`src/hw/rtl/rmc_pkg.sv`:
```
// Package for the range membership counter.
// Holds table sizing, character codes, result kinds and the structs that
// pass between the front end and the range cells. No dependencies.
package rmc_pkg;

   localparam int TABLE_DEPTH = 256;
   localparam int IDX_W       = (TABLE_DEPTH > 1) ? $clog2(TABLE_DEPTH) : 1;
   localparam int CNT_W       = $clog2(TABLE_DEPTH + 1);
   localparam int VAL_W       = 64;
   localparam int HIT_W       = 32;
   localparam int HELD_W      = 9;
   localparam int KIND_W      = 2;

   localparam logic [7:0] CH_ZERO = 8'd48;
   localparam logic [7:0] CH_NINE = 8'd57;
   localparam logic [7:0] CH_DASH = 8'd45;

   localparam logic [HIT_W-1:0] HIT_MAX = '1;

   localparam logic [KIND_W-1:0] EV_STORED  = 2'd0;
   localparam logic [KIND_W-1:0] EV_DROPPED = 2'd1;
   localparam logic [KIND_W-1:0] EV_QUERY   = 2'd2;

   // Write of one range pair into the cell whose index matches.
   typedef struct packed {
      logic             en;
      logic [IDX_W-1:0] idx;
      logic [VAL_W-1:0] low;
      logic [VAL_W-1:0] high;
   } rmc_wr_type;

   // Query token that walks the cell chain, collecting a hit on the way.
   typedef struct packed {
      logic             valid;
      logic             hit;
      logic [VAL_W-1:0] value;
   } rmc_tok_type;

endpackage

```
`src/hw/rtl/rmc_cell.sv`:
```
// One cell of the range table: holds a single low/high pair and a valid bit.
// Checks the passing query token against its range and hands it on.
// Depends on rmc_pkg.
module rmc_cell (
   input  logic                      clock,
   input  logic                      reset,
   input  logic [rmc_pkg::IDX_W-1:0] cell_idx,
   input  rmc_pkg::rmc_wr_type       wr,
   input  rmc_pkg::rmc_tok_type      tok_in,
   output rmc_pkg::rmc_tok_type      tok_out
);

   logic                      used_ff;
   logic [rmc_pkg::VAL_W-1:0] low_ff;
   logic [rmc_pkg::VAL_W-1:0] high_ff;
   rmc_pkg::rmc_tok_type      tok_ff;
   rmc_pkg::rmc_tok_type      tok_in_next;
   logic                      wr_here;
   logic                      match;

   assign wr_here = wr.en && (wr.idx == cell_idx);
   assign match   = used_ff && (tok_in.value >= low_ff) && (tok_in.value <= high_ff);

   always_comb begin
      tok_in_next       = tok_in;
      tok_in_next.hit   = tok_in.hit | match;
   end

   always_ff @(posedge clock) begin
      if (reset) begin
         used_ff      <= 1'b0;
         tok_ff.valid <= 1'b0;
      end else begin
         if (wr_here) begin
            used_ff <= 1'b1;
         end
         tok_ff.valid <= tok_in_next.valid;
      end
      tok_ff.hit   <= tok_in_next.hit;
      tok_ff.value <= tok_in_next.value;
      if (wr_here) begin
         low_ff  <= wr.low;
         high_ff <= wr.high;
      end
   end

   assign tok_out = tok_ff;

endmodule

```
`config.mk`:
```
export PLATFORM = sky130hd
export DESIGN_NAME = rmc_cell
export DESIGN_NICKNAME = d
export VERILOG_FILES = /design/src/hw/rtl/rmc_pkg.sv /design/src/hw/rtl/rmc_cell.sv
export SDC_FILE = /design/constraint.sdc
export NUM_CORES = 1
export LEC_CHECK = 0
export ABC_AREA = 0
export BUFFER_PORTS_ARGS = -buffer_cell sky130_fd_sc_hd__buf_2
export CORE_MARGIN = 2
export CORE_UTILIZATION = 40
export DETAILED_ROUTE_END_ITERATION = 6
export GPL_ROUTABILITY_DRIVEN = 0
export PLACE_DENSITY = 0.71
export SLEW_MARGIN = 20
export SYNTH_ARGS = -nofsm -noshare
export SYNTH_HDL_FRONTEND = slang
export SYNTH_SLANG_ARGS = --single-unit
export TNS_END_PERCENT = 10
```
`constraint.sdc`:
```
create_clock -name clock -period 15.45 [get_ports clock]
set_clock_uncertainty 0.15 [all_clocks]
set_input_delay 2.3175 -clock clock [delete_from_list [all_inputs] [get_ports clock]]
set_output_delay 2.3175 -clock clock [all_outputs]
set_load 0.02 [all_outputs]
```
==> results by group <==
Synthesis
  – Synth Net Count: 1,005
  – Largest family of logic cells by synthesized area: adder cells
  – Mapped Area: 8500 µm²
  – Synth Area in XOR/XNOR: 0.824%
  – Adder-Cell Fraction of Synth Area: 18.8%
  – Mux cell area share after synthesis: 0%
  – Simple-Gate Fraction of Synth Area: 6.21%
  – Yosys warns: 0
  – Mapped Cells: 664
  – Complex-gate fraction of the synthesized area: 7.46%
  – Sequential area share after synthesis: 61.0%
  – Yosys reg bits: 195
  – Post-synthesis cell type count: 37
  – Mean Syn Cell Area: 12.8 µm²

Clock tree
  – Clk pin slew, worst setup/hold paths: 0.08 ns
  – Clock sink count: 195
  – Clock Path Buffers: 2
  – # hold bufs at CTS: 0
  – CTS tree: built
  – CTS Root Cell: clkbuf_16
  – Post_cts resized: 0
  – Post-CTS setup buffer count: 0
  – CTS H-tree depth: 4
  – TritonCTS buffer count: 17
  – Worst skew pair latency: 0.43 ns

Min path
  – Hold Path Class: flop to flop

Routing
  – DRC: 0
  – Drt pass-1 iters: 5
  – DR iter-0 viols: 197
  – Routed WL per cell: 14.7 µm
  – Final WL: 18,500 µm
  – Final ANT Viol Nets: 0
  – Vias: 5,819
  – Vias per inst: 4.64

Worst setup path
  – Req. time, crit path: 15.34 ns
  – Critical path type: input port to flop
  – Crit path DAT: 4.68 ns
  – Crit path max-delay family: buffers and inverters
  – Critical path cell sequence: buf_2 > xor2_1 > nor4_1 > nand3_1 > nor4_4 > buf_4 > buf_4
  – Worst setup SP type: input port
  – Largest stage delay, worst path: 0.88 ns
  – CP dominant cell by count: buf_4
  – Crit end category: flop
  – Worst path slowest cell: buf_4
  – Crit path buffers/inverters: 3
  – Worst Path Max Fanout: 76

Global route
  – Grt ovf: 0
  – Total Routing Usage GR: 16.8%
  – Vias in the first global route: 5,874
  – Initial antenna violation count: 5
  – First-pass GRT wire length: 28,600 µm
  – Largest net degree at the start of global routing: 77

Power
  – P_leak: 5.20 nW
  – Power Total: 0.00112 W
  – Peak supply drop: 0.0000650 V
  – Pwr dens: 103 nW/µm²

Flow run
  – MaxCap Viol Count: 0

Timing
  – Setup tns final: 0 ns
  – Tmin final: 4.79 ns
  – Fmax achieved: 0.209 GHz
  – RSZ-0062 raised after global routing: false
  – Fin crit share: 31.0%
  – Max Slew Vio Count: 0
  – Worst-margin pin slew: 1.01 ns
  – Worst slew margin: 32.5%
  – Final setup viols: 0
  – Final Hold Viols: 0

Place
  – I/O Buffers: 278
  – HPWL reported at the end of detailed placement: 14,900 µm

Die
  – # rows: 53
  – Initial core utilization: 40.6%
  – Core Region: 21,000 µm²
  – Die H: 150 µm
  – Die footprint: 22,400 µm²
  – Boundary pin count: 279
  – Die width: 150 µm

Cells and area
  – # fillers: 1,882
  – Layout cells sized above 1: 32.4%
  – Nets: 1,304
  – Layout Area Growth over Synthesis: 28.1%

Run status
  – Status: complete, no violations
==> routing by layer <==
layer	wire length, µm	global-route usage [%]	up-vias
met5	13	0	-
met4	308	5.28	2
met3	1530	5.46	24
met2	9050	29.3	206
met1	7600	19.8	2618
li1	-	-	2969
==> worst min-delay path, delay by kind of cell, from the launching register on <==
kind	cells	cell delay, ns
flip-flops	1	0.34
AND/OR/NAND/NOR	2	0.14
==> layout by cell type (no fill, tap or decap), types with 2 or more instances in the layout <==
cell type   count
buf_2         278
inv_1         128
ha_1          128
edfxtp_1      128
dfxtp_1        67
a21oi_1        48
nand2_1        29
nand4_1        21
clkbuf_16      17
nor2_1         16
o21ai_0        15
nand3_1        12
a21o_1         11
xor2_1          7
a211oi_1        6
nor4_1          5
a221oi_1        5
diode_2         4
nor3_1          4
nor2b_1         4
inv_8           4
and4_1          3
o21bai_1        3
a2111oi_0       3
bufinv_16       3
inv_6           3
clkinvlp_4      3
nand2b_1        2
o21a_1          2
o211ai_1        2
clkinv_1        2
buf_4           2
==> final cells by class <==
type / instances / area, µm² / share of cell area [%]
Antenna cell: 4 / 10.0 / 0.0919
Clock buffer: 17 / 425 / 3.91
Clock inverter: 15 / 191 / 1.76
Sequential cell: 195 / 5180 / 47.6
Tap cell: 275 / 344 / 3.16
Inverter: 128 / 480 / 4.41
Timing Repair Buffer: 280 / 1410 / 12.9
Multi-Input combinational cell: 341 / 2850 / 26.2
==> metrics by stage <==
step	worst slack [ns]	hold slack (ns)	utilization, %	area, µm²	cells
2_1_floorplan	4.89	0.306	-	8510	664
3_3_place_gp	10.22	0.352	49.0	10300	1219
3_5_place_dp	10.19	0.361	49.0	10300	1219
4_1_cts	10.65	0.374	51.9	10900	1251
5_1_grt	10.37	0.435	52.0	10900	1253
6_report	10.66	0.372	52.0	10900	1255
==> power by group <==
group | internal [W] | switching, W | leakage, nW
registers | 0.000565 | 0.00000219 | 1.72
logic | 0.0000426 | 0.0000510 | 3.19
clock network | 0.000260 | 0.000203 | 0.293
==> path summary, 6_finish.rpt <==
kind	start	endpoint	slack (ns)	cells after the start
worst max-delay path	cell_idx[5]	high_ff[43]	10.66	7
worst min-delay path	used_ff	used_ff	0.37	2
worst max register to register	low_ff[0]	tok_out[64]	12.71	8
worst min register to register	used_ff	used_ff	0.37	2
==> cell usage after synthesis <==
cell type / count / share of area (%)
a2111o_1: 1 / 0.13
a2111oi_0: 3 / 0.31
a211o_2: 1 / 0.12
a211oi_1: 6 / 0.53
a21boi_0: 1 / 0.088
a21o_1: 11 / 0.97
a21oi_1: 48 / 2.8
a21oi_2: 1 / 0.10
a221oi_1: 5 / 0.52
a22oi_1: 1 / 0.088
a31oi_1: 1 / 0.074
and3_1: 1 / 0.074
and4_1: 3 / 0.31
dfxtp_1: 67 / 16
edfxtp_1: 128 / 45
ha_1: 128 / 19
inv_1: 128 / 5.7
nand2_1: 29 / 1.3
nand2b_1: 2 / 0.15
nand3_1: 12 / 0.71
nand4_1: 21 / 1.5
nand4_2: 1 / 0.15
nor2_1: 16 / 0.71
nor2b_1: 4 / 0.29
nor3_1: 4 / 0.24
nor4_1: 6 / 0.44
o211ai_1: 2 / 0.18
o21a_1: 2 / 0.18
o21ai_0: 15 / 0.88
o21bai_1: 3 / 0.26
o2bb2ai_1: 1 / 0.10
o31a_1: 1 / 0.10
or2_2: 1 / 0.074
or4_4: 1 / 0.13
or4b_1: 1 / 0.12
xnor2_1: 1 / 0.10
xor2_1: 7 / 0.72
==> flip-flops by register name, indices dropped and copies added, names as in the netlist <==
name,cells
high_ff,64
used_ff,1
tok_out,66
low_ff,64
==> cells by family after synthesis <==
logic type      Yosys count
simple gates            102
buf+inv                 128
compound gates          103
fa+ha+maj               128
xor+xnor                  8
flops                   195
Power figures use the tool's default switching activity.
