### src/hw/rtl/rmc_pkg.sv
// Package for the range membership counter.
// Holds table sizing, character codes, result kinds and the structs that
// pass between the front end and the range cells. No dependencies.
package rmc_pkg;

   localparam int TABLE_DEPTH = 256;
   localparam int IDX_W       = (TABLE_DEPTH > 1) ? $clog2(TABLE_DEPTH) : 1;
   localparam int CNT_W       = $clog2(TABLE_DEPTH + 1);
   localparam int VAL_W       = 64;
   localparam int HIT_W       = 32;
   localparam int HELD_W      = 9;
   localparam int KIND_W      = 2;

   localparam logic [7:0] CH_ZERO = 8'd48;
   localparam logic [7:0] CH_NINE = 8'd57;
   localparam logic [7:0] CH_DASH = 8'd45;

   localparam logic [HIT_W-1:0] HIT_MAX = '1;

   localparam logic [KIND_W-1:0] EV_STORED  = 2'd0;
   localparam logic [KIND_W-1:0] EV_DROPPED = 2'd1;
   localparam logic [KIND_W-1:0] EV_QUERY   = 2'd2;

   // Write of one range pair into the cell whose index matches.
   typedef struct packed {
      logic             en;
      logic [IDX_W-1:0] idx;
      logic [VAL_W-1:0] low;
      logic [VAL_W-1:0] high;
   } rmc_wr_type;

   // Query token that walks the cell chain, collecting a hit on the way.
   typedef struct packed {
      logic             valid;
      logic             hit;
      logic [VAL_W-1:0] value;
   } rmc_tok_type;

endpackage

### src/hw/rtl/rmc_front.sv
// Front end of the range membership counter: character decode, number
// accumulation, range table fill, query launch and result registers.
// Depends on rmc_pkg.
module rmc_front (
   input  logic                        clock,
   input  logic                        reset,
   input  logic                        start,
   output logic                        busy,
   input  logic [7:0]                  req_char_byte,
   output logic                        rsp_strobe,
   output logic [rmc_pkg::KIND_W-1:0]  rsp_event_kind,
   output logic                        rsp_query_hit,
   output logic [rmc_pkg::HIT_W-1:0]   rsp_hit_total,
   output logic [rmc_pkg::HELD_W-1:0]  rsp_ranges_held,
   output rmc_pkg::rmc_wr_type         wr,
   output rmc_pkg::rmc_tok_type        tok_launch,
   input  rmc_pkg::rmc_tok_type        tok_done
);

   localparam logic ST_IDLE   = 1'b0;
   localparam logic ST_SEARCH = 1'b1;

   logic                         state_ff, state_in;
   logic [rmc_pkg::VAL_W-1:0]    accum_ff, accum_in;
   logic                         digit_ff, digit_in;
   logic                         dash_ff, dash_in;
   logic [rmc_pkg::VAL_W-1:0]    plow_ff, plow_in;
   logic [rmc_pkg::CNT_W-1:0]    count_ff, count_in;
   logic [rmc_pkg::HIT_W-1:0]    hits_ff, hits_in;
   logic                         launch_ff, launch_in;
   logic [rmc_pkg::VAL_W-1:0]    qval_ff, qval_in;
   logic                         strobe_ff, strobe_in;
   logic [rmc_pkg::KIND_W-1:0]   kind_ff, kind_in;
   logic                         qhit_ff, qhit_in;

   logic                         accept;
   logic                         is_digit;
   logic                         is_dash;
   logic                         room;
   logic [rmc_pkg::VAL_W-1:0]    digit_val;

   assign accept    = start && (state_ff == ST_IDLE);
   assign is_digit  = (req_char_byte >= rmc_pkg::CH_ZERO) && (req_char_byte <= rmc_pkg::CH_NINE);
   assign is_dash   = (req_char_byte == rmc_pkg::CH_DASH);
   assign room      = (count_ff < rmc_pkg::CNT_W'(rmc_pkg::TABLE_DEPTH));
   assign digit_val = rmc_pkg::VAL_W'(req_char_byte - rmc_pkg::CH_ZERO);

   always_comb begin
      state_in  = state_ff;
      accum_in  = accum_ff;
      digit_in  = digit_ff;
      dash_in   = dash_ff;
      plow_in   = plow_ff;
      count_in  = count_ff;
      hits_in   = hits_ff;
      launch_in = 1'b0;
      qval_in   = accum_ff;
      strobe_in = 1'b0;
      kind_in   = kind_ff;
      qhit_in   = 1'b0;
      wr.en     = 1'b0;
      wr.idx    = count_ff[rmc_pkg::IDX_W-1:0];
      wr.low    = plow_ff;
      wr.high   = accum_ff;

      case (state_ff)
         ST_IDLE: begin
            if (accept) begin
               if (is_digit) begin
                  // Times ten as two shifts and an add, wrapping modulo 2^64.
                  accum_in = (accum_ff << 3) + (accum_ff << 1) + digit_val;
                  digit_in = 1'b1;
               end else if (is_dash) begin
                  plow_in  = accum_ff;
                  dash_in  = 1'b1;
                  accum_in = '0;
                  digit_in = 1'b0;
               end else begin
                  accum_in = '0;
                  digit_in = 1'b0;
                  if (dash_ff) begin
                     dash_in   = 1'b0;
                     strobe_in = 1'b1;
                     if (room) begin
                        wr.en    = 1'b1;
                        count_in = count_ff + rmc_pkg::CNT_W'(1);
                        kind_in  = rmc_pkg::EV_STORED;
                     end else begin
                        kind_in  = rmc_pkg::EV_DROPPED;
                     end
                  end else if (digit_ff) begin
                     launch_in = 1'b1;
                     state_in  = ST_SEARCH;
                  end
               end
            end
         end
         ST_SEARCH: begin
            if (tok_done.valid) begin
               state_in  = ST_IDLE;
               strobe_in = 1'b1;
               kind_in   = rmc_pkg::EV_QUERY;
               qhit_in   = tok_done.hit;
               if (tok_done.hit && (hits_ff != rmc_pkg::HIT_MAX)) begin
                  hits_in = hits_ff + rmc_pkg::HIT_W'(1);
               end
            end
         end
         default: begin
            state_in = ST_IDLE;
         end
      endcase
   end

   always_ff @(posedge clock) begin
      if (reset) begin
         state_ff  <= ST_IDLE;
         accum_ff  <= '0;
         digit_ff  <= 1'b0;
         dash_ff   <= 1'b0;
         plow_ff   <= '0;
         count_ff  <= '0;
         hits_ff   <= '0;
         launch_ff <= 1'b0;
         strobe_ff <= 1'b0;
      end else begin
         state_ff  <= state_in;
         accum_ff  <= accum_in;
         digit_ff  <= digit_in;
         dash_ff   <= dash_in;
         plow_ff   <= plow_in;
         count_ff  <= count_in;
         hits_ff   <= hits_in;
         launch_ff <= launch_in;
         strobe_ff <= strobe_in;
      end
      qval_ff <= qval_in;
      kind_ff <= kind_in;
      qhit_ff <= qhit_in;
   end

   assign busy             = (state_ff == ST_SEARCH);
   assign tok_launch.valid = launch_ff;
   assign tok_launch.hit   = 1'b0;
   assign tok_launch.value = qval_ff;

   assign rsp_strobe     = strobe_ff;
   assign rsp_event_kind = kind_ff;
   assign rsp_query_hit  = qhit_ff;
   // The total and count registers already hold the values after this item.
   assign rsp_hit_total  = hits_ff;

   generate
      if (rmc_pkg::CNT_W >= rmc_pkg::HELD_W) begin : g_held_trunc
         assign rsp_ranges_held = count_ff[rmc_pkg::HELD_W-1:0];
      end else begin : g_held_ext
         assign rsp_ranges_held = {{(rmc_pkg::HELD_W - rmc_pkg::CNT_W){1'b0}}, count_ff};
      end
   endgenerate

endmodule

### config.mk
export PLATFORM = sky130hd
export DESIGN_NAME = rmc_front
export DESIGN_NICKNAME = d
export VERILOG_FILES = /design/src/hw/rtl/rmc_pkg.sv /design/src/hw/rtl/rmc_front.sv
export SDC_FILE = /design/constraint.sdc
export NUM_CORES = 1
export LEC_CHECK = 0
export ABC_AREA = 1
export BUFFER_PORTS_ARGS = -buffer_cell sky130_fd_sc_hd__buf_2
export CAP_MARGIN = 20
export CORE_MARGIN = 2
export CORE_UTILIZATION = 40
export DETAILED_ROUTE_END_ITERATION = 8
export PLACE_DENSITY_LB_ADDON = 0.25
export SLEW_MARGIN = 20
export SYNTH_ARGS = -nofsm -noshare
export SYNTH_HDL_FRONTEND = slang
export SYNTH_SLANG_ARGS = --single-unit
### constraint.sdc
create_clock -name clock -period 5.7 [get_ports clock]
set_input_delay 1.14 -clock clock [delete_from_list [all_inputs] [get_ports clock]]
set_output_delay 1.14 -clock clock [all_outputs]
set_load 0.02 [all_outputs]
==> metrics.txt <==
maximum root-to-sink buffer count 3; Sink Count about 240; share of cells above drive strength 1 ~14%; first-pass GRT wire length 70900 um; synthesized cell area 0.0152 mm^2; drt wl/cell 14.6 um; area grow syn2layout 17.5%; die area approximately 0.040 mm^2; clock root cell clkbuf_16; Slew HR 42.5%; Max Slew Vio Count 0; fmax between 200 and 250 MHz; initial antenna violation count 0; cell count after synthesis roughly 2300; final global-route overflow total 0; period utilization 75.5%; top post-synthesis cells by area dfxtp_1 31%, nand2_1 18%, inv_1 9.8%; post-CTS resize count 0; NumNets Final 2721; setup bufs post-CTS 0; via count 14600; IO Pins roughly 330; FF/Latch Area roughly 0.0048 mm^2; crit start category input port; RSZ-0062 raised after global routing no; worst min path class reg -> reg; WP data arrival approximately 4.8 ns; clk_skew around 0.010 ns; kind of critical path in -> reg; Routed Antenna Nets 0; die height about 200 um; multi-input logic area ~0.0085 mm^2; Antenna diodes 0; Synth top area share a little under a third; CP max FO 31; drt first pass iters 7; worst min-delay path startpoint accum_ff[63]; DRC Markers 0; Yosys Warn Count 0; Buffers on Ports 260; #FFs+latches synth about 240; R2R cell count 12; Final GP Congestion approximately 0.94; top-count cell post-synth nand2_1; Core Box Area 0.0376 mm^2; synth unique cells about 40; Starting Density 40.5%; die width 199 um; gr usage total between 20% and 30%; H-tree levels 1; synth cell count leaders 737 x nand2_1, 399 x inv_1, 239 x dfxtp_1, 216 x a21oi_1, 134 x nor2_1; Post-synth EDFFs 2; CTS tree built; R2R Path Start accum_ff[21]; setup TNS 0 ns; Lkg Pwr 9.29 nW; Routed WL around 44000 um; setup slack, reg-to-reg approximately 2.6 ns; syn_area_per_cell approximately 6.7 um^2; row cnt 71; endpoints failing setup 0; Max-Cap Viols 0; R2R Path End accum_ff[40]; cts bufs inserted 27; largest net degree at the start of global routing 101; fraction of registers with async set/reset 0%; worst slew pin tran between 0.8 and 0.9 ns; vias in the first global route around 14000; Pwr Density ~210 mW/mm^2; required time worst endpoint 6.17 ns; Vias/cell approximately 4.8; Hold Fails Final Rpt 0; DP HPWL roughly 35000 um; minimum clock period 4.31 ns; Post-synth top flop dfxtp_1; clk_lat worst skew ~0.56 ns; crit path capture type flip-flop; WHS Endpoint qval_ff[63]; Mapped Nets between 2000 and 2500; Clock Pin Slew Worst Setup and Hold Paths 0.06 ns; initial DRC count 930; sequential area share after synthesis between 30% and 40%; cts-stage hold buffer count 0; Post-Place Cell Area about 0.017 mm^2; maximum vdd ir drop 0.190 mV; area leader, netlist dfxtp_1; fillers ~4000; worst hold stages 0; outcome completed; final instance area 0.0179 mm^2
==> worst max-delay path by stage <==
| stage | endpoint | from | slack, ns |
|---|---|---|---|
| 2_1_floorplan | accum_ff[61] | req_char_byte[4] | 0.58 |
| 3_3_place_gp | accum_ff[61] | req_char_byte[4] | 0.81 |
| 3_5_place_dp | accum_ff[61] | req_char_byte[4] | 0.79 |
| 4_1_cts | accum_ff[61] | req_char_byte[4] | 1.38 |
| 5_1_grt | accum_ff[61] | req_char_byte[4] | 1.01 |
| 6_report | accum_ff[40] | req_char_byte[4] | 1.39 |
==> placed cells by master (no fill, tap or decap), types with 31 or more instances in the layout <==
| cell type | instances |
|---|---|
| a21oi_1 | 216 |
| buf_2 | 259 |
| dfxtp_1 | 239 |
| fa_1 | 61 |
| ha_1 | 67 |
| inv_1 | 397 |
| nand2_1 | 736 |
| nand3_1 | 109 |
| nor2_1 | 133 |
| nor3_1 | 33 |
| o21ai_0 | 82 |
| xor2_1 | 31 |
==> power by group <==
part | internal, mW | switching [mW]
clock network | 1.10 | 0.708
registers | 1.69 | 0.00447
logic | 0.0650 | 0.139
==> area by class of cell <==
cell class,count,area share (%)
multi-input cells,1573,47.8
flip-flops and latches,241,27.1
inverters,405,8.52
repair buffers,268,7.72
clock buffers,32,4.11
well taps,511,3.58
clock inverters,17,1.13
==> metal layers <==
metal	global-route usage (%)	up-vias	wire (um)
met5	0	-	0
met4	6.55	0	1150
met3	2.71	66	2460
met2	36.7	382	19800
met1	30.9	6578	21000
li1	-	7524	-
==> through the flow <==
stage	worst slack [ns]	power, mW	cells	hold slack (ns)	util (%)
6_report	1.39	3.71	3047	0.381	47.6
5_1_grt	1.01	3.86	3047	0.416	47.6
4_1_cts	1.38	3.77	3046	0.387	47.5
3_5_place_dp	0.786	1.94	2997	0.377	45.0
3_3_place_gp	0.807	1.93	2997	0.384	45.0
2_1_floorplan	0.580	1.88	2281	0.435	-
==> cell families (layout without fill, tap and decap cells) <==
group | count (synthesis) | count (layout) | synth area share (%)
other cells | 1 | 1 | 0.0247
buf+inv | 467 | 722 | 12.0
xor+xnor | 42 | 42 | 2.42
flops | 241 | 241 | 31.8
simple gates | 1088 | 1088 | 29.6
fa+ha+maj | 128 | 128 | 13.5
compound gates | 314 | 314 | 10.6
==> registers in the layout, indices dropped and copies added, names as in the netlist <==
| register | cells |
|---|---|
| accum_ff | 64 |
| plow_ff | 64 |
| qval_ff | 64 |
| rsp_hit_total | 32 |
| rsp_ranges_held | 9 |
| rsp_event_kind | 2 |
| busy | 1 |
| dash_ff | 1 |
| digit_ff | 1 |
| launch_ff | 1 |
| rsp_query_hit | 1 |
| rsp_strobe | 1 |
==> worst max-delay path, stage by stage <==
cell	delay, ns
buf_2	0.13
ha_1	0.25
inv_1	0.07
nand2_1	0.10
inv_2	0.08
buf_4	0.43
fa_1	0.51
ha_1	0.37
nand2_1	0.11
nor2_1	0.26
nand2_1	0.15
nor2_1	0.12
o21ai_0	0.15
nand3_1	0.38
nand2_1	0.14
nand3b_1	0.12
nand3_1	0.11
a21oi_1	0.14
(Power assumes the default switching activity.)
